--- config.mk ---
export PLATFORM = sky130hd
export DESIGN_NAME = cvc_cfg
export DESIGN_NICKNAME = d
export VERILOG_FILES = /design/src/design/assert_macros.svh /design/src/design/cvc_pkg.sv /design/src/design/cvc_cfg.sv
export SDC_FILE = /design/constraint.sdc
export NUM_CORES = 2
export LEC_CHECK = 0
export ABC_AREA = 1
export BUFFER_PORTS_ARGS = -buffer_cell sky130_fd_sc_hd__clkbuf_2
export CAP_MARGIN = 40
export CORE_ASPECT_RATIO = 0.7
export CORE_MARGIN = 5
export CORE_UTILIZATION = 43
export CTS_CLUSTER_DIAMETER = 40
export DETAILED_ROUTE_END_ITERATION = 10
export GPL_ROUTABILITY_DRIVEN = 0
export HOLD_SLACK_MARGIN = 0.02
export SYNTH_ARGS = -nofsm -noshare
export SYNTH_HDL_FRONTEND = slang
export SYNTH_SLANG_ARGS = --single-unit
--- constraint.sdc ---
create_clock -name clk -period 17.55 [get_ports clk]
set_clock_uncertainty 0.2 [all_clocks]
set_input_delay 0.8775 -clock clk [delete_from_list [all_inputs] [get_ports clk]]
set_output_delay 0.8775 -clock clk [all_outputs]
set_load 0.02 [all_outputs]
--- src/design/assert_macros.svh ---
// Assertion macros shared by the RTL.
`ifndef ASSERT_MACROS_SVH
`define ASSERT_MACROS_SVH

// Same-cycle implication, disabled in reset.
`define CVC_ASSERT_IMP(lbl, ante, cons) \
    lbl: assert property (@(posedge clk) disable iff (!rst_n) (ante) |-> (cons)) \
        else $error("cvc assertion failed");

// Next-cycle implication, disabled in reset.
`define CVC_ASSERT_NXT(lbl, ante, cons) \
    lbl: assert property (@(posedge clk) disable iff (!rst_n) (ante) |=> (cons)) \
        else $error("cvc assertion failed");

`endif

--- src/design/cvc_pkg.sv ---
package cvc_pkg;

    localparam int DIM_W     = 13;
    localparam int POS_W     = 12;
    localparam int START_W   = 12;
    localparam int DIM_MAX   = (1 << DIM_W) - 1;
    localparam int RW        = 22;
    localparam int SW        = RW + 1;
    localparam int NUMW      = DIM_W + SW;
    localparam int RADW      = 2 * RW;
    localparam int DIV_W     = DIM_W + 1;
    localparam int RECIP_W   = 16;
    localparam int CNT_W     = 5;
    localparam int REG_IDX_W = 2;

    localparam logic [REG_IDX_W-1:0] REG_WIDTH_X      = 2'd0;
    localparam logic [REG_IDX_W-1:0] REG_HEIGHT_Z     = 2'd1;
    localparam logic [REG_IDX_W-1:0] REG_TUNNEL_START = 2'd2;

    // x / 100 as (x * ceil(2^19 / 100)) >> 19, exact for x below 43690
    localparam logic [RECIP_W-1:0] WALL_RECIP  = 16'd5243;
    localparam int                 WALL_SHIFT  = 19;
    // x / 3 as (x * ceil(2^16 / 3)) >> 16, exact for x below 32768
    localparam logic [RECIP_W-1:0] THIRD_RECIP = 16'd21846;
    localparam int                 THIRD_SHIFT = 16;
    localparam logic [DIM_W-1:0]   WALL_MIN    = 13'd10;

    // one digit of the bit-pair square root
    typedef struct packed {
        logic [RW+1:0]   rem;
        logic [RW-1:0]   root;
        logic [RADW-1:0] rad;
    } sq_t;

    // constants derived from the configuration
    typedef struct packed {
        logic [DIM_W-1:0] wall;
        logic [DIM_W-1:0] xwall;
        logic [DIM_W-1:0] fz;
        logic [DIM_W-1:0] st;
        logic [DIM_W-1:0] vc;
        logic [DIM_W-1:0] lc;
        logic [DIM_W-1:0] rc;
        logic [SW-1:0]    base;
        logic [SW-1:0]    roof_diff;
        logic [SW-1:0]    flr_diff;
        logic             roof_ok;
        logic             flr_ok;
        logic [DIM_W-1:0] span_r;
        logic [DIM_W-1:0] span_f;
    } cvc_const_t;

    typedef enum logic [3:0] {
        CFG_IDLE,
        CFG_LOAD,
        CFG_WALL,
        CFG_SETUP,
        CFG_DIVL,
        CFG_LC,
        CFG_DIVR,
        CFG_RC,
        CFG_RAD,
        CFG_SQRT,
        CFG_FIN
    } cfg_state_t;

    function automatic sq_t sqrt_step(input sq_t s);
        sq_t           o;
        logic [RW+1:0] r2;
        logic [RW+1:0] t;
        r2    = {s.rem[RW-1:0], s.rad[RADW-1 -: 2]};
        t     = {s.root, 2'b01};
        o.rad = {s.rad[RADW-3:0], 2'b00};
        if (r2 >= t)
        begin
            o.rem  = r2 - t;
            o.root = {s.root[RW-2:0], 1'b1};
        end
        else
        begin
            o.rem  = r2;
            o.root = {s.root[RW-2:0], 1'b0};
        end
        return o;
    endfunction

    function automatic logic [DIM_W-1:0] absdiff(input logic [DIM_W-1:0] a,
                                                 input logic [DIM_W-1:0] b);
        return (a > b) ? a - b : b - a;
    endfunction

endpackage

--- src/design/cvc_cfg.sv ---
module cvc_cfg (
    input  logic                            clk,
    input  logic                            rst_n,
    input  logic                            go,
    input  logic [cvc_pkg::DIM_W-1:0]       xs,
    input  logic [cvc_pkg::DIM_W-1:0]       zs,
    input  logic [cvc_pkg::START_W-1:0]     tstart,
    output logic                            busy,
    output cvc_pkg::cvc_const_t             cst
);

    localparam int DW = cvc_pkg::DIM_W;
    localparam int PW = cvc_pkg::DIV_W + cvc_pkg::RECIP_W;
    localparam logic [cvc_pkg::CNT_W-1:0] SQ_LAST  = cvc_pkg::CNT_W'(cvc_pkg::RW - 1);
    localparam logic [1:0] N_ROOTS = 2'd3;

    cvc_pkg::cfg_state_t state_reg, state_next;

    logic [cvc_pkg::DIV_W-1:0]  num_reg, dq_reg;
    logic [cvc_pkg::CNT_W-1:0]  cnt_reg;
    logic [1:0]                 sidx_reg;
    cvc_pkg::sq_t               sq_reg;
    logic [cvc_pkg::RW-1:0]     root_a_reg, root_b_reg;
    logic [DW-1:0] wall_reg, fz_reg, st_reg, vc_reg, inner_reg, xwall_reg, roofx_reg;
    logic [DW-1:0] lc_reg, rc_reg;
    cvc_pkg::cvc_const_t        cst_reg;

    // reciprocal products for the constant divisions
    logic [PW-1:0]              wall_prod, third_prod;
    // setup
    logic [DW-1:0]              wall_c, fz_c, st_c, vc_c, inner_c;
    logic [cvc_pkg::DIV_W-1:0]  two_w;
    // radicand
    logic [DW-1:0]              d1, d2;
    logic [2*DW:0]              sqsum;
    // final
    logic [DW-1:0]              lcw, rcw;
    logic [cvc_pkg::SW-1:0]     base_c, roof_c, flr_c;

    always_ff @(posedge clk or negedge rst_n)
    begin
        if (!rst_n)
            state_reg <= cvc_pkg::CFG_LOAD;
        else
            state_reg <= state_next;
    end

    always_comb
    begin
        state_next = state_reg;
        unique case (state_reg)
            cvc_pkg::CFG_IDLE:  state_next = cvc_pkg::CFG_IDLE;
            cvc_pkg::CFG_LOAD:  state_next = cvc_pkg::CFG_WALL;
            cvc_pkg::CFG_WALL:  state_next = cvc_pkg::CFG_SETUP;
            cvc_pkg::CFG_SETUP: state_next = cvc_pkg::CFG_DIVL;
            cvc_pkg::CFG_DIVL:  state_next = cvc_pkg::CFG_LC;
            cvc_pkg::CFG_LC:    state_next = cvc_pkg::CFG_DIVR;
            cvc_pkg::CFG_DIVR:  state_next = cvc_pkg::CFG_RC;
            cvc_pkg::CFG_RC:    state_next = cvc_pkg::CFG_RAD;
            cvc_pkg::CFG_RAD:   state_next = cvc_pkg::CFG_SQRT;
            cvc_pkg::CFG_SQRT:
            begin
                if (cnt_reg == SQ_LAST)
                    state_next = (sidx_reg == N_ROOTS) ? cvc_pkg::CFG_FIN
                                                       : cvc_pkg::CFG_RAD;
            end
            cvc_pkg::CFG_FIN:   state_next = cvc_pkg::CFG_IDLE;
            default:            state_next = cvc_pkg::CFG_IDLE;
        endcase
        if (go)
            state_next = cvc_pkg::CFG_LOAD;
        busy = (state_reg != cvc_pkg::CFG_IDLE);
        cst  = cst_reg;
    end

    always_comb
    begin
        wall_prod  = PW'(num_reg) * PW'(cvc_pkg::WALL_RECIP);
        third_prod = PW'(num_reg) * PW'(cvc_pkg::THIRD_RECIP);

        wall_c  = (dq_reg > cvc_pkg::DIV_W'(cvc_pkg::WALL_MIN)) ? dq_reg[DW-1:0]
                                                               : cvc_pkg::WALL_MIN;
        fz_c    = (zs >= wall_c) ? zs - wall_c : '0;
        st_c    = (DW'(tstart) > fz_c) ? fz_c : DW'(tstart);
        vc_c    = st_c + ((fz_c - st_c) >> 1);
        two_w   = {wall_c, 1'b0};
        inner_c = ({1'b0, xs} > two_w) ? DW'({1'b0, xs} - two_w) : '0;

        case (sidx_reg)
            2'd0:
            begin
                d1 = cvc_pkg::absdiff(lc_reg, roofx_reg);
                d2 = vc_reg - st_reg;
            end
            2'd1:
            begin
                d1 = cvc_pkg::absdiff(rc_reg, roofx_reg);
                d2 = vc_reg - st_reg;
            end
            default:
            begin
                d1 = rc_reg - lc_reg;
                d2 = fz_reg - vc_reg;
            end
        endcase
        sqsum = (2*DW+1)'(d1 * d1) + (2*DW+1)'(d2 * d2);

        lcw    = lc_reg - wall_reg;
        rcw    = rc_reg - wall_reg;
        base_c = cvc_pkg::SW'({({1'b0, lcw} + {1'b0, rcw}), 8'h00});
        roof_c = cvc_pkg::SW'(root_a_reg) + cvc_pkg::SW'(root_b_reg);
        flr_c  = cvc_pkg::SW'({(fz_reg - vc_reg), 8'h00}) + cvc_pkg::SW'(sq_reg.root);
    end

    always_ff @(posedge clk)
    begin
        case (state_reg) inside
            cvc_pkg::CFG_LOAD:
            begin
                num_reg  <= {1'b0, xs};
                cnt_reg  <= '0;
                sidx_reg <= '0;
            end
            cvc_pkg::CFG_WALL:
            begin
                dq_reg <= cvc_pkg::DIV_W'(wall_prod >> cvc_pkg::WALL_SHIFT);
            end
            cvc_pkg::CFG_DIVL, cvc_pkg::CFG_DIVR:
            begin
                dq_reg <= cvc_pkg::DIV_W'(third_prod >> cvc_pkg::THIRD_SHIFT);
            end
            cvc_pkg::CFG_SETUP:
            begin
                wall_reg    <= wall_c;
                fz_reg      <= fz_c;
                st_reg      <= st_c;
                vc_reg      <= vc_c;
                inner_reg   <= inner_c;
                xwall_reg   <= (xs >= wall_c) ? xs - wall_c : '0;
                roofx_reg   <= wall_c + (inner_c >> 2);
                num_reg     <= {1'b0, inner_c};
            end
            cvc_pkg::CFG_LC:
            begin
                lc_reg   <= wall_reg + dq_reg[DW-1:0];
                num_reg  <= {inner_reg, 1'b0};
            end
            cvc_pkg::CFG_RC:
            begin
                rc_reg <= wall_reg + dq_reg[DW-1:0];
            end
            cvc_pkg::CFG_RAD:
            begin
                // shift earlier roots down; the last one is read in FIN
                root_a_reg  <= root_b_reg;
                root_b_reg  <= sq_reg.root;
                sq_reg.rem  <= '0;
                sq_reg.root <= '0;
                sq_reg.rad  <= cvc_pkg::RADW'({sqsum, 16'h0000});
                sidx_reg    <= sidx_reg + 1'b1;
                cnt_reg     <= '0;
            end
            cvc_pkg::CFG_SQRT:
            begin
                sq_reg  <= cvc_pkg::sqrt_step(sq_reg);
                cnt_reg <= cnt_reg + 1'b1;
            end
            cvc_pkg::CFG_FIN:
            begin
                cst_reg.wall      <= wall_reg;
                cst_reg.xwall     <= xwall_reg;
                cst_reg.fz        <= fz_reg;
                cst_reg.st        <= st_reg;
                cst_reg.vc        <= vc_reg;
                cst_reg.lc        <= lc_reg;
                cst_reg.rc        <= rc_reg;
                cst_reg.base      <= base_c;
                cst_reg.roof_diff <= roof_c - base_c;
                cst_reg.flr_diff  <= flr_c - base_c;
                cst_reg.roof_ok   <= (roof_c > base_c) && (vc_reg > st_reg);
                cst_reg.flr_ok    <= (flr_c > base_c) && (fz_reg > vc_reg);
                cst_reg.span_r    <= vc_reg - st_reg;
                cst_reg.span_f    <= fz_reg - vc_reg;
            end
            default:
            begin
            end
        endcase
    end

endmodule

==> out/metrics.yaml <==
synth:
  synthSimpleGateAreaFrac: 0.141
  ys_seq_elements: 450
  synth.avg_cell_area_um2: 8.97
  synth_common_cells: "inv_1 (1048), nand2_1 (805), ha_1 (586)"
  synth_top_family_by_area: "adder cells"
  synth_flop_cell: "edfxtp_1"
  synth-compound-area-share: 0.0965
  synth-edff-count: 438
  async_reset_ff_frac: 0.00889
  synthAdderAreaFrac: 0.328
  netlist_area_um2: 46100
  synth_cell_types: 61
  synth_cells: 5140
  synth_top_area_cell: "edfxtp_1"
  synth_mux_area_frac: 0
  yosysMostFrequentCell: "inv_1"
  synth_top_area_share: 0.285
  synth_xor_area_frac: 0.0475
  yosys-top-cells-area: "edfxtp_1 (29%), fa_1 (17%), ha_1 (16%)"
  synth_warnings: 0
  ys_seq_area_frac: 0.291
min_path:
  hold_depth: 0
  hold_class: "flip-flop to flip-flop"
  min_to: "cst[164]"
  min_from: "xwall_reg[2]"
sta:
  whs_ns: 0.223
  finalCriticalPeriod_ns: 9.69
  slew_headroom: 0.351
  drv_slew: 0
  finalSetupViolCount: 0
  max_freq_ghz: 0.103
  hold_violations: 0
  grt_setup_unrepaired: "no"
  max_slew.worst_pin.slew_ns: 0.971
  finalCritPeriodShare: 0.552
  fin_setup_tns_ns: 0
floorplan:
  rows: 100
  die_h_um: 284
  core_area_um2: 106000
  die_w_um: 401
  start_util: 0.434
  die-area_um2: 114000
  ios: 230
route:
  drc: 0
  drtIter0Drc: 3291
  drt-total-wl_mm: 133
  viasPerCell: 5.24
  drtAntennaViolNets: 0
  vias: 36000
  first_pass_iters: 8
  wl_per_cell_um: 19.3
final_layout:
  drive_gt1_frac: 0.0845
  diodes: 0
  final_area_um2: 51200
  largest_register_ff_count: 179
  final_net_count: 6408
  area_growth_pct: 11.1
global_routing:
  track_usage: 0.232
  grt_overflow: 0
  antenna_found_initial: 0
  grt_pass1_vias: 35000
  grt_max_degree: 71
  grt_pass1_wl_mm: 206
critical_path:
  max_stage_delay_ns: 0.67
  reg2reg_depth: 36
  r2r_slack_ns: 7.86
  path_class: "flip-flop to flip-flop"
  critPathSlowestCell: "xor2_1"
  start_kind: "flip-flop"
  end_kind: "flip-flop"
  r2r_end: "sq_reg[39]"
  cp.arrival_ns: 9.87
  cp_data_required_time_ns: 17.74
  timing.rr.start: "fz_reg[0]"
  crit_path_max_fanout: 11
clock_network:
  cts-root-buf: "clkbuf_16"
  cts_max_level: 3
  cts_buffers: 66
  clockBufferDepth: 3
  clkSinkCount: 450
  cts_tree: "yes"
  cts.clk_slew.worst_paths_ns: 0.06
  cts_setup_buffers: 0
  clk_latency_ns: 0.67
flow_run:
  max_cap_viol_count: 0
place:
  dpl_cell_area_um2: 48900
  hpwl_mm: 112
  io_buffers: 220
outcome:
  status: "complete, no violations"
## critical path, delay by kind of cell, from the launching register on
kind / cells / cell delay, ns
adder cells (fa/ha/maj): 10 / 4.63
flip-flops: 1 / 0.39
AO/OA/AOI/OAI: 7 / 1.37
buffers and inverters: 8 / 0.50
XOR/XNOR: 1 / 0.67
AND/OR/NAND/NOR: 10 / 1.65
## metal layers
| layer | up-vias | GRT usage | wire [um] |
|---|---|---|---|
| met3 | 116 | 0.0721 | 14200 |
| met4 | 0 | 0.0421 | 2150 |
| li1 | 17300 | - | - |
| met1 | 17200 | 0.357 | 64600 |
| met5 | - | 0 | 0 |
| met2 | 1371 | 0.321 | 52100 |
## worst max path at each step
| stage | startpoint | to | slack [ns] | cells after the start |
|---|---|---|---|---|
| floorplan | state_reg[1] | cst[0] | 8.53 | 4 |
| global route | fz_reg[0] | sq_reg[39] | 7.51 | 36 |
| detailed placement | fz_reg[0] | sq_reg[39] | 7.99 | 36 |
| CTS | fz_reg[0] | sq_reg[39] | 7.94 | 36 |
| global placement | fz_reg[0] | sq_reg[39] | 8.09 | 36 |
| finish | fz_reg[0] | sq_reg[39] | 7.86 | 36 |
## final cells by class
type / count / area (um^2)
inverters: 1065 / 4010
multi-input cells: 3557 / 28300
repair buffers: 253 / 1430
clock buffers: 70 / 1670
clock inverters: 52 / 587
fillers: 10100 / 55100
well taps: 1428 / 1790
flip-flops and latches: 450 / 13400
## logic make-up (layout without fill, tap and decap cells)
group,Yosys count,count (layout)
simple gates,1522,1522
fa+ha+maj,974,974
buf+inv,1143,1440
flops,450,450
xor+xnor,250,250
other cells,1,11
compound gates,800,800
## stage by stage
step | worst slack [ns] | utilization | instances
3_3_place_gp | 8.09 | 0.459 | 6743
6_report | 7.86 | 0.482 | 6875
3_5_place_dp | 7.99 | 0.460 | 6751
2_1_floorplan | 8.53 | - | 5150
5_1_grt | 7.51 | 0.482 | 6875
4_1_cts | 7.94 | 0.481 | 6874
## cells in the final DEF (no fill, tap or decap), types with 178 or more instances in the layout
cell and count:
nor2_1 348, xor2_1 178, o21ai_0 228, fa_1 388, inv_1 1047, nand3_1 185
a21oi_1 392, clkbuf_2 220, nand2_1 805, ha_1 586, edfxtp_1 438
## what timing repair did
| action | CTS | global route |
|---|---|---|
| resized for setup | 0 | 0 |
| hold buffers | 1 | 0 |
| endpoints found under the hold margin | 4 | 0 |
Power is not shown: default switching activity piles up to over one toggle a cycle in this logic, so the estimate is an artifact.
